<file path="src/design/slc_pkg.sv">
// ----------------------------------------------------------------------------
// slc_pkg
// Shared types and codes for the set-associative LRU cache tag store.
// ----------------------------------------------------------------------------
package slc_pkg;

	localparam int PADDR_W = 4;
	localparam int PDATA_W = 32;
	localparam int ADDR_W = 64;
	localparam int TAG_W = 64;
	localparam int COUNT_W = 32;
	localparam logic [COUNT_W-1:0] COUNT_MAX = 32'hFFFF_FFFF;

	// register index (word address)
	localparam logic [1:0] REG_SET_BITS = 2'd0;
	localparam logic [1:0] REG_BLOCK_BITS = 2'd1;
	localparam logic [1:0] REG_WAYS = 2'd2;

	// operation codes
	localparam logic [1:0] OP_LOAD = 2'd0;
	localparam logic [1:0] OP_STORE = 2'd1;
	localparam logic [1:0] OP_MODIFY = 2'd2;

	typedef enum logic [1:0] {
		OUT_HIT = 2'd0,
		OUT_FILL = 2'd1,
		OUT_EVICT = 2'd2
	} outcome_t;

	typedef struct packed {
		logic [2:0] set_bits;
		logic [5:0] block_bits;
		logic [3:0] ways;
	} cfg_t;

endpackage

</file>
<file path="src/design/slc_lookup.sv">
// ----------------------------------------------------------------------------
// slc_lookup
// Tag compare over one set, free-way search and LRU victim tree; builds the
// updated set row to write back.
// ----------------------------------------------------------------------------
module slc_lookup import slc_pkg::*; #(
	parameter int MAX_SET_BITS = 6,
	parameter int MAX_WAYS = 8,
	parameter int STAMP_WIDTH = 32
) (
	input  cfg_t                                     cfg,
	input  logic [ADDR_W-1:0]                        address,
	input  logic [STAMP_WIDTH-1:0]                   stamp_new,
	input  logic [MAX_WAYS-1:0]                      valid_in,
	input  logic [MAX_WAYS-1:0][TAG_W-1:0]           tag_in,
	input  logic [MAX_WAYS-1:0][STAMP_WIDTH-1:0]     stamp_in,
	output outcome_t                                 outcome,
	output logic [MAX_WAYS-1:0]                      valid_out,
	output logic [MAX_WAYS-1:0][TAG_W-1:0]           tag_out,
	output logic [MAX_WAYS-1:0][STAMP_WIDTH-1:0]     stamp_out
);

	localparam int WC_W = $clog2(MAX_WAYS + 1);
	localparam int WI_W = (MAX_WAYS > 1) ? $clog2(MAX_WAYS) : 1;
	localparam int LEAVES = 1 << $clog2(MAX_WAYS);
	localparam int NODES = 2 * LEAVES - 1;

	logic [2:0]             s_eff;
	logic [6:0]             split;
	logic [TAG_W-1:0]       tag;
	logic [WC_W-1:0]        w_eff;
	logic [MAX_WAYS-1:0]    used;
	logic [MAX_WAYS-1:0]    hit_vec;
	logic [MAX_WAYS-1:0]    free_vec;
	logic [WI_W-1:0]        hit_way;
	logic [WI_W-1:0]        free_way;
	logic [WI_W-1:0]        way;
	logic                   nd_en    [NODES];
	logic [STAMP_WIDTH-1:0] nd_stamp [NODES];
	logic [WI_W-1:0]        nd_idx   [NODES];

	assign s_eff = (32'(cfg.set_bits) > MAX_SET_BITS) ? 3'(MAX_SET_BITS) : cfg.set_bits;
	assign split = 7'(cfg.block_bits) + 7'(s_eff);
	// shift of 64 or more yields a zero tag
	assign tag = address >> split;

	always_comb begin
		if (cfg.ways == 4'd0)
			w_eff = WC_W'(1);
		else if (32'(cfg.ways) > MAX_WAYS)
			w_eff = WC_W'(MAX_WAYS);
		else
			w_eff = WC_W'(cfg.ways);
	end

	always_comb begin
		for (int i = 0; i < MAX_WAYS; i++) begin
			used[i] = WC_W'(i) < w_eff;
			hit_vec[i] = used[i] & valid_in[i] & (tag_in[i] == tag);
			free_vec[i] = used[i] & ~valid_in[i];
		end
		hit_way = '0;
		free_way = '0;
		for (int i = MAX_WAYS - 1; i >= 0; i--) begin
			if (hit_vec[i])
				hit_way = WI_W'(i);
			if (free_vec[i])
				free_way = WI_W'(i);
		end
	end

	// min-stamp tournament, lower way wins ties
	always_comb begin
		for (int i = 0; i < LEAVES; i++) begin
			nd_en[LEAVES - 1 + i] = (i < MAX_WAYS) ? used[i] : 1'b0;
			nd_stamp[LEAVES - 1 + i] = (i < MAX_WAYS) ? stamp_in[i] : '0;
			nd_idx[LEAVES - 1 + i] = WI_W'(i);
		end
		for (int n = LEAVES - 2; n >= 0; n--) begin
			if (!nd_en[2*n+1] ||
			    (nd_en[2*n+2] && (nd_stamp[2*n+2] < nd_stamp[2*n+1]))) begin
				nd_en[n] = nd_en[2*n+2];
				nd_stamp[n] = nd_stamp[2*n+2];
				nd_idx[n] = nd_idx[2*n+2];
			end else begin
				nd_en[n] = nd_en[2*n+1];
				nd_stamp[n] = nd_stamp[2*n+1];
				nd_idx[n] = nd_idx[2*n+1];
			end
		end
	end

	always_comb begin
		if (|hit_vec) begin
			outcome = OUT_HIT;
			way = hit_way;
		end else if (|free_vec) begin
			outcome = OUT_FILL;
			way = free_way;
		end else begin
			outcome = OUT_EVICT;
			way = nd_idx[0];
		end
		valid_out = valid_in;
		tag_out = tag_in;
		stamp_out = stamp_in;
		valid_out[way] = 1'b1;
		tag_out[way] = tag;
		stamp_out[way] = stamp_new;
	end

endmodule

</file>
<file path="config.mk">
export PLATFORM = sky130hd
export DESIGN_NAME = slc_lookup
export DESIGN_NICKNAME = d
export VERILOG_FILES = /design/src/design/slc_pkg.sv /design/src/design/slc_lookup.sv
export SDC_FILE = /design/constraint.sdc
export NUM_CORES = 2
export LEC_CHECK = 0
export BUFFER_PORTS_ARGS = -buffer_cell sky130_fd_sc_hd__clkbuf_2
export CORE_AREA = 8 8 645 647
export DETAILED_ROUTE_END_ITERATION = 10
export DIE_AREA = 0 0 653 655
export GPL_ROUTABILITY_DRIVEN = 0
export GPL_TIMING_DRIVEN = 0
export PLACE_DENSITY = 0.3
export SYNTH_ARGS = -nofsm -noshare
export SYNTH_HDL_FRONTEND = slang
export SYNTH_SLANG_ARGS = --single-unit
</file>
<file path="constraint.sdc">
create_clock -name vclk -period 10.75
set_input_delay 0.5375 -clock vclk [all_inputs]
set_output_delay 0.5375 -clock vclk [all_outputs]
set_load 0.03 [all_outputs]
</file>
======== Yosys cells after proc, flatten, opt, wreduce, memory -nomap -nowiden ========
Index checks and enable logic that the tools add are counted.
Widths: inputs -> output; s select.
word-level totals
  input port bits ......................... 885
  register bits ........................... 0
cells by class
  shifts and indexed selects .............. 1
  bitwise operators ....................... 33
  mux-type cells .......................... 50
  reductions and logical operators ........ 25
  $lt $le $gt $ge ......................... 19
  equal/unequal tests ..................... 8
  add/sub/neg operators ................... 1
operators with widths
  kind                number
  $bwmux 512          1
  $eq 64x64->1        8
  $bwmux 256          1
  $lt 32x32->1        7
  $mux 32             7
  $demux 64 s3        1
  $demux 32 s3        1
  $mux 3              22
  $mux 64             1
  $shr 64x7->64       1
  $and 1x1->1         24
  $lt 3x4->1 const A  4
  $reduce_or 8->1     2
  $mux 1              11
  $logic_and 1x1->1   8
  $lt 1x4->1 const A  2
  $lt 2x4->1 const A  2
  $mux 4              2
  $not 1->1           8
  $or 8x8->8          1
  $add 6x3->7         1
  $logic_not 1->1     7
  $logic_or 1x1->1    7
  $gt 4x4->1 const B  1
  other kinds (6)     7

======== Logic depth before layout (Yosys ltp) ========
  depth in word-level cells ............... 22
  gate-level depth with buffers ........... 44
  gate-level depth less buffers ........... 39

======== Least setup slack after synthesis ========
OpenSTA, ideal clock, no wires.
  path type ............................... in2out
  start point ............................. in stamp_in[145] (netlist name)
  end point ............................... out tag_out[384] (netlist name)
  data arrival time ....................... 8.405 ns
  cell stages on the path ................. 42
  buffers on the path ..................... 3
  slack ................................... 1.808 ns
  required time ........................... 10.213 ns
  path through ............................ inv_1 > ha_1 > a21o_1 > a21o_1 > a21oi_1 > o21ai_0 > a221o_1 > a31oi_1 > o21ai_0 > nand2_1 > clkbuf_1 > nor2_1 > a21oi_1 > ha_1 > a21o_1 > a21o_1 > a21oi_1 > o21ai_0 > [... 6 more ...] > a21oi_1 > ha_1 > a21o_1 > a21o_1 > a21o_1 > a21o_1 > a21o_1 > a21o_1 > a21oi_1 > nand3_1 > a31oi_1 > a31o_2 > a21oi_1 > a22o_1 > a21oi_4 > nor3b_2 > buf_2 > mux2i_1
RTL lines
  item         line              text
  from (decl)  slc_lookup.sv:16  input logic [MAX_WAYS-1:0][STAMP_WIDTH-1:0] stamp_in,
  to (decl)    slc_lookup.sv:19  output logic [MAX_WAYS-1:0][TAG_W-1:0] tag_out,

==> results.py <==
metrics = {
    "global_route": {
        "grt_pass1_wl_mm": 611,
        "grt_max_degree": 12,
        "grt_usage_pct": 22.7,
        "grt_remaining_overflow": 0,
        "antenna_found_initial": 280,
        "grt_pass1_vias": 42687,
    },
    "setup_path": {
        "cp_max_fo": 10,
        "start_kind": "input pin",
        "crit_family": "simple AND/OR/NAND/NOR gates",
        "path_common_cell": "buf_4",
        "path_class": "input pin to output port",
        "path_buf_inv": 9,
        "crit_path_end_kind": "output port",
        "worst_path_max_delay_cell": "a211oi_1",
        "max_stage_delay_ns": 1.29,
        "required_ns": 10.21,
        "cp.arrival_ns": 10.51,
    },
    "floorplan": {
        "core_um2": 405000,
        "start_util_pct": 7.19,
        "rows": 234,
        "die_w_um": 653,
        "die-area_um2": 428000,
        "fp.dieH_um": 655,
        "pin_count": 1663,
    },
    "synth": {
        "yosysSeqAreaShare_pct": 0,
        "synth_xor_area_share_pct": 12.4,
        "syn_avg_cell_area_um2": 8.09,
        "synth_cells": 3605,
        "yosysUniqueCellTypes": 96,
        "syn_area_um2": 29200,
        "synth_top_area_share_pct": 18.3,
        "synth_top_family_by_area": "multiplexers",
        "synthSimpleGateAreaFrac_pct": 14.2,
        "synth_fp_nets": 4711,
        "synth_compound_area_share_pct": 18.5,
        "yosys_warnings": 0,
        "yosys-top-cells-area": "mux2_2 18%, mux2_1 12%, xnor2_1 9.6%",
        "synth_fa_ha_area_share_pct": 9.51,
        "synth.area.mux_share_pct": 38.9,
        "synth_top_area_cell": "mux2_2",
    },
    "pwr": {
        "powerDensity_nw_per_um2": 122,
        "total_power_uw": 5890,
        "vdd_drop_max_mv": 0.0465,
        "leakagePower_uw": 0.0203,
    },
    "layout": {
        "syn_to_final_growth_pct": 65.7,
        "nFlopsAndLatches": 0,
        "num-clock-buffers": 0,
        "seqCellArea_um2": 0,
        "fillers": 47372,
        "drive_gt1_share_pct": 50.7,
        "fin_nets": 6515,
        "final_area_um2": 48300,
    },
    "timing": {
        "fin_crit_ns": 11.04,
        "finalSetupViolCount": 640,
        "fmax_mhz": 90.6,
        "finalSetupTns_ns": -63.61,
        "tightest_slew_ns": 1.57,
        "max-slew-margin-rel_pct": -6.01,
        "hold_viol": 0,
        "period_share_pct": 103,
        "drv_slew": 38,
        "layout_setup_ws_ns": -0.293,
        "rsz0062_at_grt": "yes",
    },
    "drt": {
        "routed_via_density": 4.13,
        "via_count": 45205,
        "dr.first_iter.drc_count": 5216,
        "routed_wl_mm": 519,
        "wl_per_cell_um": 47.4,
        "antenna_left": 0,
        "drc_errors": 0,
        "first_pass_iters": 6,
    },
    "hold_path": {
        "min_path_type": "input pin to output port",
    },
    "placed_design": {
        "dp_slack_ns": -5.73,
        "place_area_um2": 45500,
        "dp_hpwl_mm": 471,
        "numPortBuffers": 1662,
    },
    "flow_run": {
        "drv_cap": 5,
    },
    "run_status": {
        "violations": "max-capacitance violations, max-slew violations, negative setup slack",
        "status": "finished, violations left",
    },
}
[logic make-up (layout without fill, tap and decap cells)]
kind of cell / after synthesis / count (layout)
other cells: 0 / 118
compound gates: 796 / 797
mux: 936 / 936
xor+xnor: 412 / 412
fa+ha+maj: 221 / 221
buf+inv: 444 / 2245
simple gates: 796 / 796
[area by class of cell]
| class | count | area (um^2) | area share (%) |
|---|---|---|---|
| repair buffers | 1805 | 10300 | 21.4 |
| plain buffers | 263 | 1950 | 4.03 |
| diodes | 118 | 295 | 0.611 |
| well taps | 5428 | 6790 | 14.1 |
| multi-input cells | 3162 | 28300 | 58.6 |
| inverters | 177 | 664 | 1.38 |
[final timing paths]
kind           from              to  slack, ns  cells past startpoint
max         cfg[11]    tag_out[464]      -0.29                     25
min   stamp_in[200]  stamp_out[200]       1.48                      3
[cell usage after synthesis, types with 17 or more instances]
master / number
a2111oi_0: 17
a211oi_1: 33
a21o_1: 87
a21oi_1: 185
a22oi_1: 20
a31oi_1: 36
buf_1: 20
buf_2: 81
clkbuf_1: 139
ha_1: 220
inv_1: 176
mux2_1: 302
mux2_2: 475
mux2i_1: 80
mux4_2: 79
nand2_1: 233
nand2b_1: 25
nand3_1: 40
nand4_1: 110
nor2_1: 147
nor2b_1: 20
nor3_1: 43
nor4_1: 49
nor4b_1: 23
o2111ai_1: 18
o211ai_1: 18
o21ai_0: 182
o22ai_1: 19
o32ai_1: 22
xnor2_1: 321
xor2_1: 91
[stage by stage]
stage          util, %  hold WS, ns  instances
6_report          11.9         1.48      10953
5_1_grt           11.9         1.50      10895
4_1_cts           11.7         1.48      10814
3_5_place_dp      11.2         1.47      10756
3_3_place_gp      10.9         1.48      10695
2_1_floorplan        -         1.25       3605
[power by group]
group	internal (uW)	total, uW	leakage (uW)	switching [uW]
logic	1680	5890	0.0203	4210
registers	0	0	0	0
clock network	0.000143	0.000143	0.000000729	0
total	1680	5890	0.0203	4210
[placed cells by master, fill, tap and decap left out, drive strengths merged, types with 147 or more instances in the layout]
master,Yosys,final
buf,128,300
o21ai,196,196
a21oi,187,187
nor2,147,147
clkbuf,139,1764
inv,177,177
xnor2,321,321
mux2,777,777
ha,220,220
nand2,233,233
[routing by layer]
layer / GRT usage (%) / share of wire [%]
met1: 23.1 / 34
met2: 38.7 / 47
met3: 9.82 / 11
met4: 13.5 / 7.5
met5: 0.179 / 0.11
[repair_timing]
item,CTS,global route
pin swaps,28,16
endpoints found under the setup margin,778,768
hold buffers,0,0
buffers inserted,59,18
resized for setup,371,171
cloned,2,3
(Power assumes the default switching activity.)
